## config.mk

```make
export PLATFORM = sky130hd
export DESIGN_NAME = mmrs_mac
export DESIGN_NICKNAME = d
export VERILOG_FILES = /design/src/rtl/matrix_multiply_row_stream_defines.svh /design/src/rtl/mmrs_pkg.sv /design/src/rtl/mmrs_mac.sv
export SDC_FILE = /design/constraint.sdc
export NUM_CORES = 1
export LEC_CHECK = 0
export BUFFER_PORTS_ARGS = -buffer_cell sky130_fd_sc_hd__buf_2
export CORE_MARGIN = 2
export CORE_UTILIZATION = 44
export CTS_CLUSTER_DIAMETER = 120
export DETAILED_ROUTE_END_ITERATION = 12
export PLACE_DENSITY = 0.72
export SETUP_SLACK_MARGIN = 0.15
export SLEW_MARGIN = 0
export SYNTH_ARGS = -nofsm -noshare
export SYNTH_HDL_FRONTEND = slang
export SYNTH_SLANG_ARGS = --single-unit
```

## constraint.sdc

```tcl
create_clock -name clock -period 7 [get_ports clock]
set_input_delay 0 -clock clock [delete_from_list [all_inputs] [get_ports clock]]
set_output_delay 0 -clock clock [all_outputs]
set_load 0.005 [all_outputs]
```

## src/rtl/matrix_multiply_row_stream_defines.svh

```systemverilog
// Assertion macros for the row-streaming matrix multiplier.
`ifndef MATRIX_MULTIPLY_ROW_STREAM_DEFINES_SVH
`define MATRIX_MULTIPLY_ROW_STREAM_DEFINES_SVH
`ifndef SYNTHESIS
// Check a condition in the same cycle as its trigger.
`define MMRS_ASSERT_SAME(label, clk, rst, ante, cons) \
   label: assert property (@(posedge clk) disable iff (rst) (ante) |-> (cons)) \
      else $error("mmrs same-cycle check failed");
// Check a condition in the cycle after its trigger.
`define MMRS_ASSERT_NEXT(label, clk, rst, ante, cons) \
   label: assert property (@(posedge clk) disable iff (rst) (ante) |=> (cons)) \
      else $error("mmrs next-cycle check failed");
`else
`define MMRS_ASSERT_SAME(label, clk, rst, ante, cons)
`define MMRS_ASSERT_NEXT(label, clk, rst, ante, cons)
`endif
`endif

```

## src/rtl/mmrs_pkg.sv

```systemverilog
// Shared types and constants of the row-streaming matrix multiplier.
package mmrs_pkg;

   localparam int DATA_WIDTH      = 16;
   localparam int ACC_WIDTH       = 36;
   localparam int ROW_WIDTH       = 16;
   localparam int IDX_WIDTH       = 4;
   localparam int REG_WIDTH       = 5;
   localparam int CSR_INDEX_WIDTH = 1;
   localparam int MAX_DIM_DEF     = 16;

   localparam logic [REG_WIDTH-1:0] SIZE_RESET = REG_WIDTH'(16);

   localparam logic CMD_LOAD   = 1'b0;
   localparam logic CMD_STREAM = 1'b1;

   localparam logic [CSR_INDEX_WIDTH-1:0] CSR_INNER_SIZE = CSR_INDEX_WIDTH'(0);
   localparam logic [CSR_INDEX_WIDTH-1:0] CSR_OUT_COLS   = CSR_INDEX_WIDTH'(1);

   typedef struct packed {
      logic                         cmd;
      logic [IDX_WIDTH-1:0]         inner_index;
      logic [IDX_WIDTH-1:0]         b_column;
      logic [ROW_WIDTH-1:0]         a_row;
      logic signed [DATA_WIDTH-1:0] value;
   } req_type;

   typedef struct packed {
      logic [ROW_WIDTH-1:0]        out_row;
      logic [IDX_WIDTH-1:0]        out_col;
      logic signed [ACC_WIDTH-1:0] result;
      logic                        last;
   } rsp_type;

   typedef enum logic [1:0] {
      SEQ_IDLE,
      SEQ_RUN,
      SEQ_DRAIN
   } seq_state_type;

   // Per-cycle control from the sequencer to the MAC pipeline.
   typedef struct packed {
      logic issue;
      logic last_col;
      logic last_item;
   } ctl_type;

endpackage

```

## src/rtl/mmrs_mac.sv

```systemverilog
// Multiply-accumulate pipeline: product, sum update, write-back and result register.
module mmrs_mac #(
   parameter int MAX_DIM = mmrs_pkg::MAX_DIM_DEF
) (
   input  logic                                   clock,
   input  logic                                   reset,
   input  mmrs_pkg::ctl_type                      ctl,
   input  logic [$clog2(MAX_DIM)-1:0]             col,
   input  logic signed [mmrs_pkg::DATA_WIDTH-1:0] a_value,
   input  logic [mmrs_pkg::ROW_WIDTH-1:0]         a_row,
   input  logic [mmrs_pkg::DATA_WIDTH-1:0]        b_rdata,
   input  logic [mmrs_pkg::ACC_WIDTH-1:0]         sum_rdata,
   output logic                                   sum_we,
   output logic [$clog2(MAX_DIM)-1:0]             sum_waddr,
   output logic [mmrs_pkg::ACC_WIDTH-1:0]         sum_wdata,
   output logic                                   pipe_idle,
   output logic                                   rsp_valid,
   output mmrs_pkg::rsp_type                      rsp_item
);

   localparam int CW = $clog2(MAX_DIM);
   localparam int PW = 2 * mmrs_pkg::DATA_WIDTH;

   // Entries not written since the last row close read as zero.
   logic [MAX_DIM-1:0] sum_ok_ff;

   logic          s1_vld_ff;
   logic [CW-1:0] s1_col_ff;
   logic          s1_last_col_ff;
   logic          s1_last_item_ff;
   logic          s1_ok_ff;

   logic                                  s2_vld_ff;
   logic [CW-1:0]                         s2_col_ff;
   logic                                  s2_last_col_ff;
   logic                                  s2_last_item_ff;
   logic signed [PW-1:0]                  s2_prod_ff;
   logic [mmrs_pkg::ACC_WIDTH-1:0]        s2_sum_ff;

   logic signed [PW-1:0]            prod_in;
   logic [mmrs_pkg::ACC_WIDTH-1:0]  sum_in;
   logic                            rsp_valid_ff;
   mmrs_pkg::rsp_type               rsp_item_ff;

   assign prod_in = a_value * $signed(b_rdata);
   assign sum_in  = s2_sum_ff + mmrs_pkg::ACC_WIDTH'(s2_prod_ff);

   always_ff @(posedge clock) begin
      if (reset) begin
         s1_vld_ff    <= 1'b0;
         s2_vld_ff    <= 1'b0;
         rsp_valid_ff <= 1'b0;
         sum_ok_ff    <= '0;
      end else begin
         s1_vld_ff    <= ctl.issue;
         s2_vld_ff    <= s1_vld_ff;
         rsp_valid_ff <= s2_vld_ff && s2_last_item_ff;
         if (s2_vld_ff && s2_last_item_ff && s2_last_col_ff) begin
            sum_ok_ff <= '0;
         end else if (sum_we) begin
            sum_ok_ff[s2_col_ff] <= 1'b1;
         end
      end
   end

   always_ff @(posedge clock) begin
      s1_col_ff       <= col;
      s1_last_col_ff  <= ctl.last_col;
      s1_last_item_ff <= ctl.last_item;
      s1_ok_ff        <= sum_ok_ff[col];

      s2_col_ff       <= s1_col_ff;
      s2_last_col_ff  <= s1_last_col_ff;
      s2_last_item_ff <= s1_last_item_ff;
      s2_prod_ff      <= prod_in;
      s2_sum_ff       <= s1_ok_ff ? sum_rdata : '0;

      rsp_item_ff.out_row <= a_row;
      rsp_item_ff.out_col <= mmrs_pkg::IDX_WIDTH'(s2_col_ff);
      rsp_item_ff.result  <= sum_in;
      rsp_item_ff.last    <= s2_last_col_ff;
   end

   // The closing element emits its sums instead of writing them back.
   assign sum_we    = s2_vld_ff && !s2_last_item_ff;
   assign sum_waddr = s2_col_ff;
   assign sum_wdata = sum_in;
   assign pipe_idle = !s1_vld_ff && !s2_vld_ff;
   assign rsp_valid = rsp_valid_ff;
   assign rsp_item  = rsp_item_ff;

endmodule

```

* Yosys cells after proc, flatten, opt, wreduce, memory -nomap -nowiden
Index checks and enable logic that the tools add are counted.
** Word-level totals
- Bits of input ports :: 93
- Flip-flop bits (word level) :: 157
- Word-level logic and storage cells :: 36
** Operators by class
- $lt $le $gt $ge :: 3
- Muxes and demuxes :: 4
- Bitwise operators :: 1
- $add $sub $neg :: 1
- Multipliers :: 1
- Reductions and logical operators :: 9
** Operators by type and width (number)
- 36-bit adder :: 1
- 16-bit by 16-bit multiplier with 32-bit output :: 1
- 16-bit bitwise OR :: 1
- 4-bit by 5-bit less-than comparator with 1-bit output (second input constant) :: 2
- 1-bit logical AND :: 5
- 1-bit binary-select mux with 4-bit select :: 1
- 1-bit demux with 4-bit select :: 1
- 4-bit by 1-bit >= comparator with 1-bit output (second input constant) :: 1
- 1-bit logical NOT :: 3
- 1-bit 2-to-1 mux :: 2
- 2-bit OR reduction :: 1

* Longest topological paths before layout
- Depth in word-level cells :: 5
- Depth in mapped cells :: 23
- Mapped depth without buffers :: 22

* Worst setup path after synthesis
OpenSTA, ideal clock, no wires.
- Kind :: input -> register
- Start :: input port a_value[15] (netlist bit)
- End :: register s2_prod_ff[31]
- Data required time :: 6.867 ns
- Path slack :: 1.266 ns
- Arrival time :: 5.601 ns
- Stages :: 20
- Cell sequence :: clkbuf_1 > nand2_1 > fa_1 > inv_1 > fa_1 > fa_1 > fa_1 > fa_1 > inv_1 > fa_1 > inv_1 > ha_1 > a21o_1 > a21o_1 > a21oi_1 > o21ai_0 > a211o_1 > o221a_2 > nor4_1 > a311oi_1
** On the way
- Longest elaborated chain between the ends :: 1
** RTL lines
- start: declaration :: line mmrs_mac.sv:9 : input logic signed [mmrs_pkg::DATA_WIDTH-1:0] a_value,
- 16-bit by 16-bit multiplier with 32-bit output :: line mmrs_mac.sv:45 : assign prod_in = a_value * $signed(b_rdata);
- net prod_in[31] :: line mmrs_mac.sv:40 : logic signed [PW-1:0] prod_in;
- end signal: assignment :: line mmrs_mac.sv:75 : s2_prod_ff <= prod_in;
- end: declaration :: line mmrs_mac.sv:37 : logic signed [PW-1:0] s2_prod_ff;
The timed path passes the listed nets, and every way through them passes these cells.
A chain may end at the register's enable or synchronous reset.

* Worst setup path in the final report
- Start :: input port b_rdata[2] (netlist bit)
- End :: register s2_prod_ff[31]
** On the way
- Longest elaborated chain between the ends :: 1
** RTL lines
- start: declaration :: line mmrs_mac.sv:11 : input logic [mmrs_pkg::DATA_WIDTH-1:0] b_rdata,
- 16-bit by 16-bit multiplier with 32-bit output :: line mmrs_mac.sv:45
- net prod_in[31] :: line mmrs_mac.sv:40
The timed path passes the listed nets, and every way through them passes these cells.

==> flow_summary.ini <==
[outcome]
outcome = finished clean

[synthesis]
ys.flop_type = dfxtp_1
async_flop_share = 0
synth.avg_cell_area_sq_um = 9.46
yosysTopAreaCell = fa_1
synth_fp_nets = 2117
synth_most_common_cell = inv_1
syn-cell-area_sq_mm = 0.0156
netlist_top_cells_area = fa_1, dfxtp_1, ha_1
ys_warn_count = 0
synth_common_cells = inv_1, fa_1, and2_1
netlist_instances = 1644
yosysUniqueCellTypes = 54
ys_ff_latch = 157
ys_seq_area_frac = 0.202
synth_edf_count = 0
netlist.area_leader.share = 0.338

[timing]
max_slew.worst_pin.slew_ns = 1.10
period_share = 0.823
post-route-min-period_ns = 5.76
max_slew_margin = 0.265
max_clock_freq_mhz = 174
hold_violations = 0
finalSetupViolCount = 0
rsz0062_at_grt = no
worst_slack_ns = 1.24
whs_ns = 0.182
slew_viol_final = 0
skew_ns = 0.0120
tns_ns = 0

[cells_and_area]
layout.nets = 2351
areaGrowthSynthToFinish_pct = 16.9
final_area_sq_mm = 0.0182
drive_above_1_share = 0.126
num_antenna_cells = 0
n_fill_cell = 3150
seq_area_sq_mm = 0.00314
multi_input_area_sq_mm = 0.0110

[detailed_routing]
first_pass_iters = 5
wl_mm = 36.2
vias = 11896
route.detailed.drc = 0
wire_per_inst_um = 15.4
drt-initial-drc-count = 583
routed_via_density = 5.07
ant_nets = 0

[floorplanning]
die_y_um = 192
rows = 68
start_util = 0.448
core_sq_mm = 0.0347
dieArea_sq_mm = 0.0369
ioPinCount = 193
die_w_um = 192

[clocking]
cts_max_level = 4
cts_root_buf = clkbuf_16
clk_latency_ns = 0.43
cts_tree = done
cts_max_path_buffers = 2
cts_buffers = 17
cts_post_setup_buffers_inserted = 0
clk_pin_slew_ns = 0.07
cts_sinks = 157

[flow_run]
max-cap-violations = 0

[place]
portBuffers = 192
gp_congestion = 0.859
placed_area_sq_mm = 0.0169
dp_slack_ns = 0.865
hpwl_mm = 28.7

[worst_setup_path]
cp-start-kind = input port
end_kind = register
crit_type = input port to register
cp_max_fo = 16
ff2ff_setup_slack_ns = 4.01
worstPathRequired_ns = 7.30
cp.arrival_ns = 6.06

[min_path]
min_path_type = input port to register

[global_routing]
grt_pass1_vias = 12606
overflow = 0
grt_pass1_wl_mm = 60.0
grt_usage = 0.207
antenna_found_initial = 0
grt_max_degree = 37
==> cells by family after synthesis <==
kind of cell | count (synthesis) | share of synthesized area
flops | 157 | 0.202
fa+ha+maj | 380 | 0.433
xor+xnor | 58 | 0.0327
buf+inv | 390 | 0.0941
compound gates | 194 | 0.0839
mux | 5 | 0.00724
simple gates | 460 | 0.148
==> repair_timing <==
action | in CTS | in global routing
hold buffers | 62 | 0
hold endpoints to repair | 63 | 0
gates resized for setup | 0 | 0
==> critical path, cell delays in order <==
cell,delay (ns)
buf_2,0.26
nand2_1,0.18
fa_1,0.63
inv_1,0.13
fa_1,0.80
fa_1,0.53
fa_1,0.51
fa_1,0.50
inv_1,0.05
fa_1,0.48
inv_1,0.04
ha_1,0.35
a21o_1,0.21
a21o_1,0.17
a21oi_1,0.13
o21ai_0,0.18
a211o_1,0.33
o221a_2,0.25
nor4_1,0.24
a311oi_1,0.08
==> cell usage in the layout, fill, tap and decap left out, types with 21 or more instances in the layout <==
| cell | count |
|---|---|
| buf_2 | 192 |
| o21ai_0 | 30 |
| dlygate4sd3_1 | 62 |
| nor2_1 | 66 |
| nand2_1 | 154 |
| xnor2_1 | 45 |
| ha_1 | 117 |
| a21oi_1 | 58 |
| fa_1 | 263 |
| dfxtp_1 | 157 |
| nor3_1 | 21 |
| and2_1 | 158 |
| inv_1 | 349 |
==> routing by layer <==
layer  track usage  up-vias  wire length (um)
met5             0        -                 0
met4        0.0934        0              1630
met3        0.0274       95              1580
met2         0.377      358             19000
met1         0.240     5915             14000
li1              -     5528                 -
==> per-stage QoR <==
stage | utilization | instances
after floorplan | - | 1644
after global placement | 0.488 | 2252
after detailed placement | 0.488 | 2252
after CTS | 0.524 | 2346
after global routing | 0.524 | 2346
final | 0.524 | 2346
==> final cells by class <==
| class | instances | share of cell area |
|---|---|---|
| clock buffers | 17 | 0.0234 |
| clock inverters | 15 | 0.0107 |
| inverters | 350 | 0.0722 |
| multi-input cells | 1097 | 0.602 |
| flip-flops and latches | 157 | 0.173 |
| well taps | 455 | 0.0313 |
| repair buffers | 255 | 0.0874 |
==> sequential cells by signal, summed over array words and instances, names as in the netlist <==
signal,count
rsp_item,57
rsp_valid,1
s1_col_ff,4
s1_last_col_ff,1
s1_last_item_ff,1
s1_ok_ff,1
s1_vld_ff,1
s2_last_col_ff,1
s2_last_item_ff,1
s2_prod_ff,32
s2_sum_ff,36
s2_vld_ff,1
sum_ok_ff,16
sum_waddr,4
==> worst paths after layout <==
check / start / end / cells after the start
setup / recovery: b_rdata[2] / s2_prod_ff[31]$_DFF_P_ / 20
hold reg to reg: s1_col_ff[2]$_DFF_P_ / sum_waddr[2]$_DFF_P_ / 0
hold / removal: b_rdata[1] / s2_prod_ff[1]$_DFF_P_ / 3
setup reg to reg: s2_prod_ff[13]$_DFF_P_ / rsp_item[35]$_DFF_P_ / 9
Power is left out: the tool's default activity adds up to more than one toggle a clock period on the data nets, which glitch-free logic cannot reach.
