**config.mk**
```make
export PLATFORM = sky130hd
export DESIGN_NAME = mmrs_seq
export DESIGN_NICKNAME = d
export VERILOG_FILES = /design/src/rtl/matrix_multiply_row_stream_defines.svh /design/src/rtl/mmrs_pkg.sv /design/src/rtl/mmrs_seq.sv
export SDC_FILE = /design/constraint.sdc
export NUM_CORES = 1
export LEC_CHECK = 0
export ABC_AREA = 1
export BUFFER_PORTS_ARGS = -buffer_cell sky130_fd_sc_hd__buf_2
export CAP_MARGIN = 20
export CORE_ASPECT_RATIO = 0.9
export CORE_UTILIZATION = 46
export CTS_CLUSTER_DIAMETER = 120
export DETAILED_ROUTE_END_ITERATION = 16
export MAX_ROUTING_LAYER = met4
export PLACE_DENSITY_LB_ADDON = 0.08
export SLEW_MARGIN = 20
export SYNTH_ARGS = -nofsm -noshare
export SYNTH_HDL_FRONTEND = slang
export SYNTH_SLANG_ARGS = --single-unit
```
**constraint.sdc**
```tcl
create_clock -name clock -period 10.3 [get_ports clock]
set_clock_uncertainty 0.2 [all_clocks]
set_input_delay 3.09 -clock clock [delete_from_list [all_inputs] [get_ports clock]]
set_output_delay 3.09 -clock clock [all_outputs]
set_load 0.1 [all_outputs]
```
**src/rtl/matrix_multiply_row_stream_defines.svh**
```systemverilog
// Assertion macros for the row-streaming matrix multiplier.
`ifndef MATRIX_MULTIPLY_ROW_STREAM_DEFINES_SVH
`define MATRIX_MULTIPLY_ROW_STREAM_DEFINES_SVH
`ifndef SYNTHESIS
// Check a condition in the same cycle as its trigger.
`define MMRS_ASSERT_SAME(label, clk, rst, ante, cons) \
   label: assert property (@(posedge clk) disable iff (rst) (ante) |-> (cons)) \
      else $error("mmrs same-cycle check failed");
// Check a condition in the cycle after its trigger.
`define MMRS_ASSERT_NEXT(label, clk, rst, ante, cons) \
   label: assert property (@(posedge clk) disable iff (rst) (ante) |=> (cons)) \
      else $error("mmrs next-cycle check failed");
`else
`define MMRS_ASSERT_SAME(label, clk, rst, ante, cons)
`define MMRS_ASSERT_NEXT(label, clk, rst, ante, cons)
`endif
`endif

```
**src/rtl/mmrs_pkg.sv**
```systemverilog
// Shared types and constants of the row-streaming matrix multiplier.
package mmrs_pkg;

   localparam int DATA_WIDTH      = 16;
   localparam int ACC_WIDTH       = 36;
   localparam int ROW_WIDTH       = 16;
   localparam int IDX_WIDTH       = 4;
   localparam int REG_WIDTH       = 5;
   localparam int CSR_INDEX_WIDTH = 1;
   localparam int MAX_DIM_DEF     = 16;

   localparam logic [REG_WIDTH-1:0] SIZE_RESET = REG_WIDTH'(16);

   localparam logic CMD_LOAD   = 1'b0;
   localparam logic CMD_STREAM = 1'b1;

   localparam logic [CSR_INDEX_WIDTH-1:0] CSR_INNER_SIZE = CSR_INDEX_WIDTH'(0);
   localparam logic [CSR_INDEX_WIDTH-1:0] CSR_OUT_COLS   = CSR_INDEX_WIDTH'(1);

   typedef struct packed {
      logic                         cmd;
      logic [IDX_WIDTH-1:0]         inner_index;
      logic [IDX_WIDTH-1:0]         b_column;
      logic [ROW_WIDTH-1:0]         a_row;
      logic signed [DATA_WIDTH-1:0] value;
   } req_type;

   typedef struct packed {
      logic [ROW_WIDTH-1:0]        out_row;
      logic [IDX_WIDTH-1:0]        out_col;
      logic signed [ACC_WIDTH-1:0] result;
      logic                        last;
   } rsp_type;

   typedef enum logic [1:0] {
      SEQ_IDLE,
      SEQ_RUN,
      SEQ_DRAIN
   } seq_state_type;

   // Per-cycle control from the sequencer to the MAC pipeline.
   typedef struct packed {
      logic issue;
      logic last_col;
      logic last_item;
   } ctl_type;

endpackage

```
**src/rtl/mmrs_seq.sv**
```systemverilog
// Sequencer: accepts transactions, writes B loads and walks the columns of a row.
module mmrs_seq #(
   parameter int MAX_DIM = mmrs_pkg::MAX_DIM_DEF
) (
   input  logic                                  clock,
   input  logic                                  reset,
   input  logic                                  start,
   input  mmrs_pkg::req_type                     req_item,
   input  logic [mmrs_pkg::REG_WIDTH-1:0]        inner_size,
   input  logic [mmrs_pkg::REG_WIDTH-1:0]        out_cols,
   input  logic                                  pipe_idle,
   output logic                                  busy,
   output logic                                  b_we,
   output logic [$clog2(MAX_DIM*MAX_DIM)-1:0]    b_waddr,
   output logic [mmrs_pkg::DATA_WIDTH-1:0]       b_wdata,
   output logic [$clog2(MAX_DIM*MAX_DIM)-1:0]    b_raddr,
   output logic [$clog2(MAX_DIM)-1:0]            col,
   output mmrs_pkg::ctl_type                     ctl,
   output logic signed [mmrs_pkg::DATA_WIDTH-1:0] a_value,
   output logic [mmrs_pkg::ROW_WIDTH-1:0]        a_row
);

   localparam int AW = $clog2(MAX_DIM*MAX_DIM);
   localparam int CW = $clog2(MAX_DIM);
   localparam int NW = $clog2(MAX_DIM+1);

   mmrs_pkg::seq_state_type state_ff, state_in;

   logic [CW-1:0]                         k_ff;
   logic [CW-1:0]                         col_ff, col_in;
   logic signed [mmrs_pkg::DATA_WIDTH-1:0] a_ff;
   logic [mmrs_pkg::ROW_WIDTH-1:0]        row_ff;
   logic                                  last_item_ff;

   logic [NW-1:0] n_inner;
   logic [NW-1:0] n_cols;
   logic          fire;
   logic          stream_go;
   logic          last_col;
   logic          issue;

   // Zero acts as one, anything above the array size saturates.
   function automatic logic [NW-1:0] eff_size(input logic [mmrs_pkg::REG_WIDTH-1:0] r);
      logic [NW-1:0] v;
      if (r == '0) begin
         v = NW'(1);
      end else if (32'(r) > MAX_DIM) begin
         v = NW'(MAX_DIM);
      end else begin
         v = NW'(r);
      end
      return v;
   endfunction

   assign n_inner   = eff_size(inner_size);
   assign n_cols    = eff_size(out_cols);
   assign fire      = start && !busy;
   assign stream_go = fire && (req_item.cmd == mmrs_pkg::CMD_STREAM)
                      && (32'(req_item.inner_index) < 32'(n_inner));
   assign last_col  = (32'(col_ff) == 32'(n_cols) - 32'd1);

   // Next state.
   always_comb begin
      state_in = state_ff;
      case (state_ff)
         mmrs_pkg::SEQ_IDLE: begin
            if (stream_go) begin
               state_in = mmrs_pkg::SEQ_RUN;
            end
         end
         mmrs_pkg::SEQ_RUN: begin
            if (last_col) begin
               state_in = mmrs_pkg::SEQ_DRAIN;
            end
         end
         mmrs_pkg::SEQ_DRAIN: begin
            if (pipe_idle) begin
               state_in = mmrs_pkg::SEQ_IDLE;
            end
         end
         default: begin
            state_in = mmrs_pkg::SEQ_IDLE;
         end
      endcase
   end

   // Outputs of the state machine.
   always_comb begin
      busy  = 1'b1;
      issue = 1'b0;
      case (state_ff)
         mmrs_pkg::SEQ_IDLE: begin
            busy = 1'b0;
         end
         mmrs_pkg::SEQ_RUN: begin
            issue = 1'b1;
         end
         mmrs_pkg::SEQ_DRAIN: begin
            issue = 1'b0;
         end
         default: begin
            busy = 1'b0;
         end
      endcase
   end

   always_comb begin
      col_in = col_ff;
      if (stream_go) begin
         col_in = '0;
      end else if (issue) begin
         col_in = col_ff + CW'(1);
      end
   end

   always_ff @(posedge clock) begin
      if (reset) begin
         state_ff <= mmrs_pkg::SEQ_IDLE;
      end else begin
         state_ff <= state_in;
      end
   end

   // Hold the stream element for the whole row walk.
   always_ff @(posedge clock) begin
      col_ff <= col_in;
      if (stream_go) begin
         k_ff         <= CW'(req_item.inner_index);
         a_ff         <= req_item.value;
         row_ff       <= req_item.a_row;
         last_item_ff <= (32'(req_item.inner_index) == 32'(n_inner) - 32'd1);
      end
   end

   // Loads outside the store are dropped.
   assign b_we    = fire && (req_item.cmd == mmrs_pkg::CMD_LOAD)
                    && (32'(req_item.inner_index) < MAX_DIM)
                    && (32'(req_item.b_column) < MAX_DIM);
   assign b_waddr = AW'(32'(req_item.inner_index) * MAX_DIM + 32'(req_item.b_column));
   assign b_wdata = req_item.value;
   assign b_raddr = AW'(32'(k_ff) * MAX_DIM + 32'(col_ff));

   assign col           = col_ff;
   assign ctl.issue     = issue;
   assign ctl.last_col  = last_col;
   assign ctl.last_item = last_item_ff;
   assign a_value       = a_ff;
   assign a_row         = row_ff;

endmodule

```
; ---- Word-level counts from Yosys, hierarchy flattened
; Index checks and enable logic that the tools add are counted.
; Widths: inputs -> output; s select.
[word_totals]
rom_bits = 0
inputBits = 55
ram_bits = 0
latchBits = 0
regBits = 43
mem_count = 0
[classes]
n_mul = 0
bitwise = 1
muxes = 10
order_cmp = 3
n_reduce_logical = 10
n_div = 0
shift = 0
n_eq_ne = 7
add_sub_neg = 5
[ops]
columns = cell, n
row1 = $eq 4x32->1, 2
row2 = $mux 5, 4
row3 = $add 8x4->8, 2
row4 = $sub 5x1->6 const B, 2
row5 = $gt 5x5->1 const B, 2
row6 = $logic_not 5->1, 2
row7 = $mux 2, 3
row8 = $ne 2x2->1 const B, 3
row9 = $pmux 2 s3, 1
row10 = $lt 4x5->1, 1
row11 = $add 4x1->4 const B, 1
row12 = $logic_and 1x1->1, 4
row13 = $reduce_and 3->1, 1
row14 = $eq 2x1->1 const B, 1
row15 = $eq 2x2->1 const B, 1
row16 = $logic_not 2->1, 1
row17 = $mux 1, 2
row18 = $reduce_or 2->1, 1
row19 = $logic_not 1->1, 1
row20 = $not 1->1, 1

; ---- Depth between registers and ports, before layout
[logic_depth]
ltp_word = 9
mapped_depth = 14

; ---- Worst setup path before layout
; Ideal clock, no wire load.
[synth_timing]
path_kind = input port to output port
from = in out_cols[0] (netlist bit)
to = out ctl[1] (netlist bit)
arrival_ns = 4.540
required_time_ns = 7.010
cell_stages = 12
path_slack_ns = 2.470
cell_sequence = nor2_1 nand2_2 nand2_2 nand2_2 ha_1 xnor2_1 inv_1 nand2_1 nand3_2 nor3_4 and2_2 buf_4
[synth_via]
elab_chain_len = 5
[synth_rtl]
columns = element, line
row1 = from (decl), mmrs_seq.sv:10  ; input logic [mmrs_pkg::REG_WIDTH-1:0] out_cols,
row2 = $gt 5x5->1, mmrs_seq.sv:47  ; end else if (32'(r) > MAX_DIM) begin
row3 = $mux 5, mmrs_seq.sv:47
row4 = $mux 5 *, mmrs_seq.sv:45  ; if (r == '0) begin
row5 = $sub 5x1->6 *, mmrs_seq.sv:60  ; assign last_col = (32'(col_ff) == 32'(n_cols) - 32'd1);
row6 = $eq 4x32->1 *, mmrs_seq.sv:60
row7 = to (decl), mmrs_seq.sv:18  ; output mmrs_pkg::ctl_type ctl,
; Mark *: on every way between the ends. The rest lies on a longest branch, timed or not.

==> impl_metrics.tcl <==
set metrics [dict create \
    power_density_mw_per_mm2 255 \
    yosysUniqueCellTypes 25 \
    crit_fanout 3 \
    path_delay_family "simple AND/OR/NAND/NOR gates" \
    grt_max_degree 38 \
    grt-ovfl-total 0 \
    rows 23 \
    worst_slew_pin_slew_ns 0.498 \
    cts_sinks 43 \
    synth.yosys.warnings 0 \
    maxSlewViolCount 0 \
    insertion_delay_ns 0.29 \
    power.leakage_nw 1.33 \
    grt_setup_unrepaired "no" \
    setup-tns-final_ns 0 \
    diodes 0 \
    hp-class "flop to flop" \
    crit_arrival_ns 4.93 \
    cts_made_buffers 5 \
    synth_top_area_frac 0.525 \
    die_h_um 66.4 \
    critPathLaunchType "input port" \
    cts_htree_levels 2 \
    num_vias 1516 \
    io_pins 128 \
    worst-path-buf-inv 3 \
    drive_above_1_share 0.498 \
    syn_inst 190 \
    core_area_mm2 0.00443 \
    endpoint_kind "primary output" \
    syn_area_per_cell_um2 11.1 \
    cp_cell_sequence "buf_2 > nor2_2 > nand2_2 > nand2_2 > nand2_2 > ha_1 > xnor2_1 > inv_1 > nand2_1 > nand3_2 > nor3_4 > and2_2 > buf_2" \
    path_clk_slew_ns 0.08 \
    cts-root-buf "clkbuf_8" \
    period_share 0.798 \
    gp_congestion 0.788 \
    wl_per_cell_um 10.5 \
    start_util 0.478 \
    drtAntennaViolNets 0 \
    dp_hpwl_mm 2.96 \
    maxSlewHeadroom 0.671 \
    dr.pass1.iters 4 \
    max_freq_mhz 122 \
    port_buffers 119 \
    ctsHoldBuffers 0 \
    min_period_ns 8.22 \
    totalWireLength_mm 3.67 \
    status "finished, final reports clean" \
    setup.worst_path.class "input port to primary output" \
    dr.first_iter.drc_count 72 \
    drc 0 \
    grt_antenna_before_repair 0 \
    synthTopCellsByArea "edfxtp_1 (52%), buf_4 (11%), ha_1 (5.9%)" \
    cap_violations 0 \
    syn_area_mm2 0.00212 \
    synth.largest_area_cell "edfxtp_1" \
    die_area_mm2 0.00488 \
    peakVddDrop_mv 0.140 \
    ys_seq_elements 43 \
    cts_setup_buffers 0 \
    avgViaCountPerCell 4.34 \
    clk_path_buf_depth 2 \
    crit_required_ns 7.01 \
    nets 351 \
    yosysSeqAreaShare 0.582 \
    hold_viol_final 0 \
    area_delta_synth_final_pct 26.5 \
    grt_pass1_wl_mm 5.61 \
    finalSetupViolCount 0 \
    utilization 0.604 \
    cts_tree "built" \
    cpMostUsedCell "nand2_2" \
    cts_resized 0 \
    slowest_delay_ns 0.41 \
    grt_pass1_vias 1337 \
    grt_use_total 0.160 \
    fp.dieW_um 73.5 \
    cp_slowest_cell "buf_2" \
    synth_fp_nets 255 \
]
==> power breakdown <==
group / switching (mW) / internal [mW] / total [mW] / leakage, nW
logic: 0.281 / 0.0531 / 0.334 / 0.881
registers: 0.0109 / 0.211 / 0.222 / 0.390
clock network: 0.0548 / 0.0721 / 0.127 / 0.0581
==> final timing paths <==
check / from / endpoint / slack, ns / cells past startpoint
worst min-delay path: state_ff[1] / state_ff[1] / 0.31 / 2
worst min register to register: state_ff[1] / state_ff[1] / 0.31 / 2
worst max register to register: state_ff[0] / a_row[13] / 8.10 / 8
worst max-delay path: out_cols[2] / ctl[1] / 2.08 / 13
==> tightest hold or removal path, delay by kind of cell (launching register included) <==
| kind | cells | cell delay, ns |
|---|---|---|
| AOI/OAI and AO/OA | 1 | 0.07 |
| DFF | 1 | 0.32 |
| buffers and inverters | 1 | 0.09 |
==> cell usage after synthesis <==
cell      instances
edfxtp_1         37
buf_4            31
inv_1            28
nand2_1          28
ha_1             10
nor2_1           10
a21oi_1           7
dfxtp_1           6
nand3_1           4
o21ai_0           4
xor2_1            4
nand2_2           3
nand3_2           3
inv_2             2
o21ai_2           2
xnor2_1           2
a21boi_0          1
a21oi_2           1
and2_2            1
nand4_1           1
nand4_2           1
nor2_2            1
nor3_1            1
nor3_4            1
o221ai_1          1
==> metrics by stage <==
step	worst slack [ns]	instance area [µm²]	hold WS, ns	power [mW]	std cells
after floorplan	2.47	2120	0.275	0.537	190
after global placement	2.12	2560	0.306	0.562	341
after detailed placement	2.07	2560	0.311	0.562	341
after CTS	2.07	2680	0.324	0.691	349
after global routing	1.89	2680	0.354	0.718	349
final	2.08	2680	0.313	0.684	349
==> sequential cells by signal (all words and copies together) (netlist names) <==
register and flops:
k_ff 4, state_ff 2, a_row 16, last_item_ff 1, a_value 16, col 4
==> per-layer routing <==
layer  track usage  vias to the layer above  share of wire
met1         0.172                      649           0.41
met5             -                        -              0
met4        0.0938                        0          0.019
met3        0.0366                        9          0.078
li1              -                      787              -
met2         0.271                       71           0.49
==> kinds of logic (layout without fill, tap and decap cells) <==
logic type,count (synthesis),after routing,synth area share
AOI/OAI and AO/OA,16,16,0.0461
xor gates and xnor gates,6,6,0.0248
adders and majority gates,10,10,0.0591
buffers and inverters,61,158,0.163
DFF,43,43,0.582
and+or+nand+nor,54,54,0.125
==> layout make-up <==
| cell class | count | area [µm²] |
|---|---|---|
| multi-input cells | 86 | 541 |
| clock buffers | 5 | 68.8 |
| clock inverters | 3 | 43.8 |
| fillers | 387 | 1750 |
| well taps | 62 | 77.6 |
| repair buffers | 120 | 603 |
| inverters | 30 | 113 |
| flip-flops and latches | 43 | 1230 |
==> layout by cell type (no fill, tap or decap), types with 2 or more instances in the layout <==
master,n
ha_1,10
nand2_2,3
inv_2,2
edfxtp_1,37
nand2_1,28
nor2_1,10
xor2_1,4
dfxtp_1,6
a21oi_1,7
nand3_2,3
xnor2_1,2
nand3_1,4
buf_2,119
o21ai_2,2
inv_1,28
clkbuf_8,5
o21ai_0,4
(Power assumes the default switching activity.)
